<file path="config.mk">
export PLATFORM = sky130hd
export DESIGN_NAME = row_record_deserializer_unit
export DESIGN_NICKNAME = d
export VERILOG_FILES = /design/src/hw/rtl/rrd_pkg.sv /design/src/hw/rtl/row_record_deserializer_unit.sv /design/src/hw/rtl/rrd_parser.sv /design/src/hw/rtl/rrd_out_stage.sv
export SDC_FILE = /design/constraint.sdc
export NUM_CORES = 1
export LEC_CHECK = 0
export BUFFER_PORTS_ARGS = -buffer_cell sky130_fd_sc_hd__buf_4
export CORE_ASPECT_RATIO = 1.5
export CORE_MARGIN = 1
export CORE_UTILIZATION = 60
export CTS_CLUSTER_DIAMETER = 30
export DETAILED_ROUTE_END_ITERATION = 10
export GPL_TIMING_DRIVEN = 0
export PLACE_DENSITY_LB_ADDON = 0.2
export SYNTH_ARGS = -nofsm -noshare
export SYNTH_HDL_FRONTEND = slang
export SYNTH_HIERARCHICAL = 1
export SYNTH_SLANG_ARGS = --single-unit
</file>
<file path="constraint.sdc">
create_clock -name i_clk -period 11.5 [get_ports i_clk]
set_clock_uncertainty 0.15 [all_clocks]
set_input_delay 2.3 -clock i_clk [delete_from_list [all_inputs] [get_ports i_clk]]
set_output_delay 2.3 -clock i_clk [all_outputs]
set_load 0.05 [all_outputs]
</file>
<file path="src/hw/rtl/rrd_pkg.sv">
// Shared types and constants for the row record deserializer.
// Used by rrd_parser, rrd_out_stage and row_record_deserializer_unit.
`default_nettype none

package rrd_pkg;

    localparam int MAX_COLUMNS = 32;
    localparam int COL_W       = 5;
    localparam int COUNT_W     = 6;
    localparam int TYPES_W     = 64;
    localparam int CFG_IDX_W   = 2;
    localparam int CFG_DATA_W  = 64;

    localparam logic [CFG_IDX_W-1:0] CFG_COLUMN_COUNT = 2'd0;
    localparam logic [CFG_IDX_W-1:0] CFG_COLUMN_TYPES = 2'd1;

    localparam logic [2:0] KIND_NULL  = 3'd0;
    localparam logic [2:0] KIND_INT   = 3'd1;
    localparam logic [2:0] KIND_BOOL  = 3'd2;
    localparam logic [2:0] KIND_TLEN  = 3'd3;
    localparam logic [2:0] KIND_TBYTE = 3'd4;

    typedef enum logic [2:0] {
        PH_PREFIX = 3'd0,
        PH_NULL   = 3'd1,
        PH_INT    = 3'd2,
        PH_BOOL   = 3'd3,
        PH_TLEN   = 3'd4,
        PH_TEXT   = 3'd5
    } t_phase;

    typedef struct packed {
        logic [COL_W-1:0]   column_index;
        logic [2:0]         item_kind;
        logic signed [63:0] field_value;
        logic               row_end;
    } t_result;

endpackage

`default_nettype wire

</file>
<file path="src/hw/rtl/row_record_deserializer_unit.sv">
// Row record deserializer: the parser plus its result register.
// Depends on rrd_pkg, rrd_parser and rrd_out_stage.
`default_nettype none

// Takes one byte word of a stored row stream per cycle while the output stage
// can load, and returns one result word for each null, finished integer or
// boolean, text length and text byte; the last result of a row has row_end
// set. The parse state updates on the accepting edge and the result lands in
// the output register on that same edge, so results appear in the cycle after
// their byte. Input is accepted whenever the output register is empty or is
// being drained, which sustains one word per cycle. Configuration writes take
// effect at the next edge and should be issued only while the block is idle.
module row_record_deserializer_unit (
    input  wire logic                           i_clk,
    input  wire logic                           i_rst_n,
    input  wire logic                           i_cfg_we,
    input  wire logic [rrd_pkg::CFG_IDX_W-1:0]  i_cfg_index,
    input  wire logic [rrd_pkg::CFG_DATA_W-1:0] i_cfg_data,
    input  wire logic                           i_in_valid,
    output      logic                           o_in_ready,
    input  wire logic [7:0]                     i_data_byte,
    output      logic                           o_out_valid,
    input  wire logic                           i_out_ready,
    output      logic [rrd_pkg::COL_W-1:0]      o_column_index,
    output      logic [2:0]                     o_item_kind,
    output      logic signed [63:0]             o_field_value,
    output      logic                           o_row_end
);
    import rrd_pkg::*;

    logic    step;
    logic    res_valid;
    logic    can_load;
    t_result res;
    t_result out_res;

    assign o_in_ready = can_load;
    assign step       = i_in_valid && can_load;

    rrd_parser u_parser (
        .i_clk       (i_clk),
        .i_rst_n     (i_rst_n),
        .i_cfg_we    (i_cfg_we),
        .i_cfg_index (i_cfg_index),
        .i_cfg_data  (i_cfg_data),
        .i_step      (step),
        .i_data_byte (i_data_byte),
        .o_res_valid (res_valid),
        .o_res       (res)
    );

    rrd_out_stage u_out (
        .i_clk      (i_clk),
        .i_rst_n    (i_rst_n),
        .i_load     (step && res_valid),
        .i_res      (res),
        .o_can_load (can_load),
        .o_valid    (o_out_valid),
        .i_ready    (i_out_ready),
        .o_res      (out_res)
    );

    assign o_column_index = out_res.column_index;
    assign o_item_kind    = out_res.item_kind;
    assign o_field_value  = out_res.field_value;
    assign o_row_end      = out_res.row_end;

endmodule

`default_nettype wire

</file>
<file path="src/hw/rtl/rrd_parser.sv">
// Parse state machine and configuration registers of the row deserializer.
// Consumes one accepted word per cycle; depends on rrd_pkg.
`default_nettype none

module rrd_parser (
    input  wire logic                           i_clk,
    input  wire logic                           i_rst_n,
    input  wire logic                           i_cfg_we,
    input  wire logic [rrd_pkg::CFG_IDX_W-1:0]  i_cfg_index,
    input  wire logic [rrd_pkg::CFG_DATA_W-1:0] i_cfg_data,
    input  wire logic                           i_step,
    input  wire logic [7:0]                     i_data_byte,
    output      logic                           o_res_valid,
    output      rrd_pkg::t_result               o_res
);
    import rrd_pkg::*;

    logic [COUNT_W-1:0] r_col_count;
    logic [TYPES_W-1:0] r_col_types;

    t_phase             r_phase, n_phase;
    logic [2:0]         r_bc, n_bc;
    logic [COL_W-1:0]   r_col, n_col;
    logic [63:0]        r_asm, n_asm;
    logic [31:0]        r_tbl, n_tbl;

    logic [COUNT_W-1:0] eff_count;
    logic               last_col;
    logic [1:0]         type_code;
    logic [63:0]        asm_lane;
    logic [31:0]        tbl_dec;
    logic               fin;
    logic [2:0]         res_kind;
    logic [63:0]        res_value;

    always_ff @(posedge i_clk) begin
        if (!i_rst_n) begin
            r_col_count <= COUNT_W'(1);
            r_col_types <= '0;
        end else if (i_cfg_we) begin
            if (i_cfg_index == CFG_COLUMN_COUNT) begin
                r_col_count <= i_cfg_data[COUNT_W-1:0];
            end else if (i_cfg_index == CFG_COLUMN_TYPES) begin
                r_col_types <= i_cfg_data[TYPES_W-1:0];
            end
        end
    end

    // A count of zero behaves as one column, anything too large as the maximum.
    always_comb begin
        if (r_col_count == '0) begin
            eff_count = COUNT_W'(1);
        end else if (r_col_count > COUNT_W'(MAX_COLUMNS)) begin
            eff_count = COUNT_W'(MAX_COLUMNS);
        end else begin
            eff_count = r_col_count;
        end
    end

    assign last_col  = ({1'b0, r_col} + COUNT_W'(1)) >= eff_count;
    assign type_code = r_col_types[{r_col, 1'b0} +: 2];
    assign tbl_dec   = r_tbl - 32'd1;

    always_comb begin
        asm_lane = r_asm;
        asm_lane[{r_bc, 3'b000} +: 8] = i_data_byte;
    end

    always_comb begin
        n_phase     = r_phase;
        n_bc        = r_bc;
        n_col       = r_col;
        n_asm       = r_asm;
        n_tbl       = r_tbl;
        o_res_valid = 1'b0;
        fin         = 1'b0;
        res_kind    = KIND_NULL;
        res_value   = '0;

        unique case (r_phase)
            PH_NULL: begin
                if (i_data_byte != 8'd0) begin
                    fin = 1'b1;
                end else begin
                    n_bc  = '0;
                    n_asm = '0;
                    if (type_code[1]) begin
                        n_phase = PH_TLEN;
                    end else if (type_code[0]) begin
                        n_phase = PH_BOOL;
                    end else begin
                        n_phase = PH_INT;
                    end
                end
            end
            PH_INT: begin
                n_asm = asm_lane;
                if (r_bc == 3'd7) begin
                    fin       = 1'b1;
                    res_kind  = KIND_INT;
                    res_value = asm_lane;
                end else begin
                    n_bc = r_bc + 3'd1;
                end
            end
            PH_BOOL: begin
                fin       = 1'b1;
                res_kind  = KIND_BOOL;
                res_value = {63'd0, (i_data_byte != 8'd0)};
            end
            PH_TLEN: begin
                n_asm = asm_lane;
                if (r_bc[1:0] != 2'd3) begin
                    n_bc = r_bc + 3'd1;
                end else begin
                    n_tbl    = asm_lane[31:0];
                    res_kind = KIND_TLEN;
                    if (asm_lane[31:0] == 32'd0) begin
                        fin = 1'b1;
                    end else begin
                        o_res_valid = 1'b1;
                        res_value   = {32'd0, asm_lane[31:0]};
                        n_phase     = PH_TEXT;
                        n_bc        = '0;
                        n_asm       = '0;
                    end
                end
            end
            PH_TEXT: begin
                n_tbl     = tbl_dec;
                res_kind  = KIND_TBYTE;
                res_value = {56'd0, i_data_byte};
                if (tbl_dec == 32'd0) begin
                    fin = 1'b1;
                end else begin
                    o_res_valid = 1'b1;
                end
            end
            default: begin
                // Row length prefix: skipped without any check.
                if (r_bc[1:0] == 2'd3) begin
                    n_phase = PH_NULL;
                    n_bc    = '0;
                    n_col   = '0;
                end else begin
                    n_phase = PH_PREFIX;
                    n_bc    = {1'b0, r_bc[1:0] + 2'd1};
                end
            end
        endcase

        // Completing a column moves to the next one or closes the row.
        if (fin) begin
            o_res_valid = 1'b1;
            n_bc        = '0;
            n_asm       = '0;
            if (last_col) begin
                n_phase = PH_PREFIX;
                n_col   = '0;
            end else begin
                n_phase = PH_NULL;
                n_col   = r_col + COL_W'(1);
            end
        end
    end

    assign o_res.column_index = r_col;
    assign o_res.item_kind    = res_kind;
    assign o_res.field_value  = res_value;
    assign o_res.row_end      = fin && last_col;

    always_ff @(posedge i_clk) begin
        if (!i_rst_n) begin
            r_phase <= PH_PREFIX;
            r_bc    <= '0;
            r_col   <= '0;
            r_asm   <= '0;
            r_tbl   <= '0;
        end else if (i_step) begin
            r_phase <= n_phase;
            r_bc    <= n_bc;
            r_col   <= n_col;
            r_asm   <= n_asm;
            r_tbl   <= n_tbl;
        end
    end

endmodule

`default_nettype wire

</file>
<file path="src/hw/rtl/rrd_out_stage.sv">
// Result register of the row deserializer with its valid/ready handshake.
// Depends on rrd_pkg for the result struct.
`default_nettype none

module rrd_out_stage (
    input  wire logic               i_clk,
    input  wire logic               i_rst_n,
    input  wire logic               i_load,
    input  wire rrd_pkg::t_result   i_res,
    output      logic               o_can_load,
    output      logic               o_valid,
    input  wire logic               i_ready,
    output      rrd_pkg::t_result   o_res
);
    import rrd_pkg::*;

    logic    r_valid;
    t_result r_res;

    // The register may be refilled in the same cycle its word is taken.
    assign o_can_load = !r_valid || i_ready;

    always_ff @(posedge i_clk) begin
        if (!i_rst_n) begin
            r_valid <= 1'b0;
        end else if (o_can_load) begin
            r_valid <= i_load;
        end
    end

    always_ff @(posedge i_clk) begin
        if (o_can_load && i_load) begin
            r_res <= i_res;
        end
    end

    assign o_valid = r_valid;
    assign o_res   = r_res;

endmodule

`default_nettype wire

</file>
[After elaboration in Yosys (flattened, before gate mapping)]
Index checks and enable logic that the tools add are counted.
Cells by class
  add/sub/neg operators: 6
  $lt $le $gt $ge: 2
  eq/ne operators: 18
  shifts and indexed selects: 3
  mux-type cells: 48
  bitwise operators: 1
  reduce and logical (&&, ||, !) cells: 24
Operators by type and width (number)
  $mux 64: 6
  $pmux 64 s4: 1
  $pmux 64 s3: 1
  $bwmux 64: 1
  $logic_not 32->1: 2
  $mux 32: 2
  $pmux 32 s2: 1
  $shift 8x8->64 const A: 1
  $shiftx 64x7->2: 1
  $shiftx 8x8->64: 1
  $sub 32x1->32 const B: 1
  $mux 3: 10
  $pmux 3 s4: 2
  $mux 5: 4
  $mux 1: 13
  $mux 6: 2
  $ne 3x2->1 const B: 4
  $reduce_and 3->1: 4
  $reduce_and 5->1: 2
  $eq 3x3->1 const B: 3
  $pmux 3 s3: 1
  $neg 6->8: 1
  $reduce_bool 8->1: 1
  $add 5x1->6 const B: 1
  27 further kinds: 36
Storage, ports and cells
  register bits after elaboration: 251
  output and inout bits: 75
  logic and storage cells: 114

[Longest topological paths before layout]
  depth in word-level cells: 10
  depth in mapped cells: 15

[By module]
The synthesis kept the hierarchy.
By module, submodules not included
  rrd_parser: instances 1, cells an instance 1306, area an instance 10042.1 um^2
  rrd_out_stage: instances 1, cells an instance 78, area an instance 2249.7 um^2
  row_record_deserializer_unit: instances 1, cells an instance 2, area an instance 12.5 um^2

[Worst setup path after synthesis]
Ideal clock, no wire load.
  path kind: input to output
  start point: input port i_out_ready
  end point: output port o_in_ready
  arrival time: 2.509 ns
  path slack: 6.541 ns
  stages on the path: 1
  cells stage by stage: nand2b_4
On the way
  word-level cells in the longest chain between the ends: 1
Ends and longest elaborated chain
  start, declared: line row_record_deserializer_unit.sv:23  | input wire logic i_out_ready,
  $logic_or 1x1->1: line rrd_out_stage.sv:21  | assign o_can_load = !r_valid || i_ready;
  end, declared: line row_record_deserializer_unit.sv:20  | output logic o_in_ready,
Every way passes these cells.

[Final worst setup path]
  start point: register u_parser.r_bc[0]
  end point: register u_parser.r_asm[1]
On the way
  word-level cells in the longest chain between the ends: 9
  elaborated cells between the ends (all ways): 18
  those cells by class: add/sub (1); eq/ne (3); shift (2); mux (9); reduce/logical (3)
Ends and longest elaborated chain
  start, declared: line rrd_parser.sv:22  | logic [2:0] r_bc, n_bc;
  start signal, assigned: line rrd_parser.sv:181  | r_bc <= n_bc;
  $neg 6->8: line rrd_parser.sv:66  | asm_lane[{r_bc, 3'b000} +: 8] = i_data_byte;
  $shiftx 8x8->64 / $shift 8x8->64 (equally long branches): line rrd_parser.sv:66
  $bwmux 64: line rrd_parser.sv:66
  $logic_not 32->1: line rrd_parser.sv:118  | if (asm_lane[31:0] == 32'd0) begin
  $mux 1: line rrd_parser.sv:118
  $mux 1: line rrd_parser.sv:113  | if (r_bc[1:0] != 2'd3) begin
  $pmux 1 s5: line rrd_parser.sv:80  | unique case (r_phase)
  $ne 3x2->1 (no line) / $reduce_bool 4->1 (equally long branches)
  $reduce_and 3->1 (no line)
  end signal, assigned: line rrd_parser.sv:183  | r_asm <= n_asm;
  end, declared: line rrd_parser.sv:24  | logic [63:0] r_asm, n_asm;
Parallel ways exist; a longest one is shown, timed or not.
A chain may end at the register's enable or synchronous reset.

==> metrics.txt <==
Hold Buf Count CTS 0; Initial DRT Pass Iterations 9; routability cong. 0.981; Power Density 146 nW/um^2; critical path, cell by cell clkbuf_1 > clkbuf_1 > inv_1 > ha_1 > ha_1 > clkbuf_1 > nand3_1 > nor4_1 > a22oi_1 > nand4_1 > o31a_1 > o211a_1 > nand2_1 > clkbuf_1 > o2bb2ai_1; Worst path top cell family by delay buffers and inverters; ys flop type dfxtp_1; Power, Total 2.19 mW; largest net degree at the start of global routing 74; Synth top area share 0.290; layout cells sized above 1 0.170; register area share after synthesis 0.468; H-tree depth 2; core area 19900 um^2; largest cells by area after synthesis dfxtp_1, edfxtp_1, nand2_1; setup TNS 0 ns; Filler cells 1544; fin. max-slew vios 0; Peak VDD IR 0.125 mV; Site Rows 63; final net count 1675; final critical-path share of the clock period 0.486; Non-Filler Instances 1866; asr flop ratio synth 0; CP startpoint kind flop; syn nets 1483; # Post-CTS Setup Buffers 0; GRT Overall Usage 0.360; critical path fanouts, max 10; Routed WL 37800 um; Residual DRC 0; Placed Cells 1799; wire per inst 20.2 um; Final ANT Viol Nets 0; cts repair resizes 0; CTS tree done; Num CTS Buffers 37; Max-Cap Viols 0; endpoints failing hold 0; first-pass GRT wire length 59200 um; Die X 119 um; Starting Density 0.617; clock-pin slew on the worst setup and hold paths 0.06 ns; Static Leak 5.48 nW; number of synthesized flops with an enable pin 73; P&R area growth vs syn 22.2%; Die Area 21100 um^2; # diodes 0; CP Capture Type flop; critical path type reg2reg; most used cell, CP clkbuf_1; initial antenna violation count 0; Netlist Area Pre-Place 12300 um^2; RSZ-0062 raised after global routing false; Cells after Synth 1386; Yosys reg bits 251; vias in the first global route 11500; synth warn 6; slowest stage delay, CP 0.74 ns; crit path DAT 5.87 ns; worst slew pin tran 1.20 ns; vias per std cell 6.39; Yosys top cell by area dfxtp_1; final setup vio count 0; clk sink count 251; syn avg cell area 8.88 um^2; die span in y 177 um; maximum clock frequency 179 MHz; relative slew slack 0.198; WP buf/inv 5; Skew-Pair Late Insertion Delay 0.52 ns; routed vias 11900; I/O Buffers 153; clock root buffer clkbuf_16; synth unique cells 85; status completed; WP data required 11.79 ns; global route total overflow 0; Crit-path slowest cell nor4_1; Clock Path Buffers 3; minimum clock period 5.59 ns; Iter 0 DRT Violations 1355; Detailed Place HPWL 26800 um; hold crit path type reg2reg; IO Pins 154
==> stage by stage <==
step           cell area, um^2  worst slack, ns  utilization  hold slack [ns]
3_5_place_dp             13800             5.75        0.691            0.268
4_1_cts                  15000             6.17        0.754            0.289
3_3_place_gp             13800             5.82        0.691            0.264
2_1_floorplan            12300             6.54            -            0.256
6_report                 15000             5.91        0.754            0.286
5_1_grt                  15000             5.65        0.754            0.302
==> where the power goes <==
| part | leakage, nW | switching [mW] | total (mW) | internal, mW |
|---|---|---|---|---|
| clock network | 0.617 | 0.414 | 1.14 | 0.727 |
| registers | 2.11 | 0.00524 | 0.921 | 0.916 |
| logic | 2.76 | 0.0835 | 0.131 | 0.0475 |
| total | 5.48 | 0.503 | 2.19 | 1.69 |
==> layout make-up <==
| class | instances | area [um^2] | area share |
|---|---|---|---|
| inverter | 22 | 82.6 | 0.00549 |
| multi-input combinational | 1009 | 6070 | 0.403 |
| sequential | 251 | 5760 | 0.383 |
| clock buffer | 44 | 973 | 0.0647 |
| clock inverter | 23 | 290 | 0.0193 |
| buffer | 104 | 400 | 0.0266 |
| timing repair buffer | 153 | 1150 | 0.0764 |
| tap | 260 | 325 | 0.0216 |
==> path summary, 6_finish.rpt <==
kind         depth (start not counted)                end  slack (ns)              start
max                                 15  u_parser/r_asm[1]        5.91   u_parser/r_bc[0]
min                                  0    u_out/o_res[72]        0.29  u_parser/r_col[4]
max reg2reg                         15  u_parser/r_asm[1]        5.91   u_parser/r_bc[0]
min reg2reg                          0    u_out/o_res[72]        0.29  u_parser/r_col[4]
==> state kept, by name (all words and copies together) (netlist names) <==
signal	cells
u_out/o_res	73
u_parser/r_asm	64
u_parser/r_col_types	64
u_parser/r_tbl	32
u_parser/r_col_count	6
u_parser/r_col	5
u_parser/r_bc	3
u_parser/r_phase	3
u_out/o_valid	1
==> per-layer routing <==
layer / global-route usage / routed length, um / vias up
li1: - / - / 5424
met1: 0.413 / 13700 / 5600
met2: 0.613 / 18200 / 707
met3: 0.0620 / 3270 / 193
met4: 0.252 / 2580 / 0
met5: 0 / 0 / -
==> kinds of logic after synthesis <==
kind of cell               after synthesis  synth area share
DFF                                    251             0.468
buffers and inverters                  126            0.0393
AOI/OAI and AO/OA                      386             0.206
and+or+nand+nor                        553             0.212
xor gates and xnor gates                 7           0.00498
adders and majority gates               18            0.0183
muxes                                   45            0.0523
==> cells in the final DEF, fill, tap and decap left out, types with 6 or more instances in the layout <==
cell       count
clkbuf_16     38
a31oi_1        6
mux2i_1       26
nand2b_1       8
inv_1         20
a21oi_1      152
nand4_1       12
or4_1          6
nor2_1       127
o2bb2ai_1     56
nor4_1        17
clkinv_2       6
nor2b_1       13
or3_1          8
o21ai_0       63
nor3_1        27
and2_1         8
buf_2          8
a21o_1         7
a22oi_1       21
nand2_1      242
mux4_2        15
buf_4        153
nand3_1       41
dfxtp_1      178
ha_1          18
clkbuf_1      95
a22o_1        10
buf_1          7
edfxtp_1      73
==> Yosys cell counts, types with 10 or more instances <==
cell       number
a22o_1         10
mux2i_1        26
a21oi_1       152
nor2_1        127
a22oi_1        21
ha_1           18
nand3_1        41
clkbuf_1       89
edfxtp_1       73
nor2b_1        13
nand2_1       242
nor3_1         27
nor4_1         17
nand4_1        12
o21ai_0        63
o2bb2ai_1      56
mux4_2         15
inv_1          20
dfxtp_1       178
==> worst register-to-register path, cell delays in order, from the launching register on <==
cell,delay [ns]
dfxtp_1,0.38
clkbuf_1,0.39
clkbuf_1,0.38
inv_1,0.13
ha_1,0.24
ha_1,0.32
clkbuf_1,0.40
nand3_1,0.15
nor4_1,0.74
a22oi_1,0.39
nand4_1,0.35
o31a_1,0.34
o211a_1,0.36
nand2_1,0.24
clkbuf_1,0.31
o2bb2ai_1,0.24
Note: power is estimated with default switching activity, not from simulation.
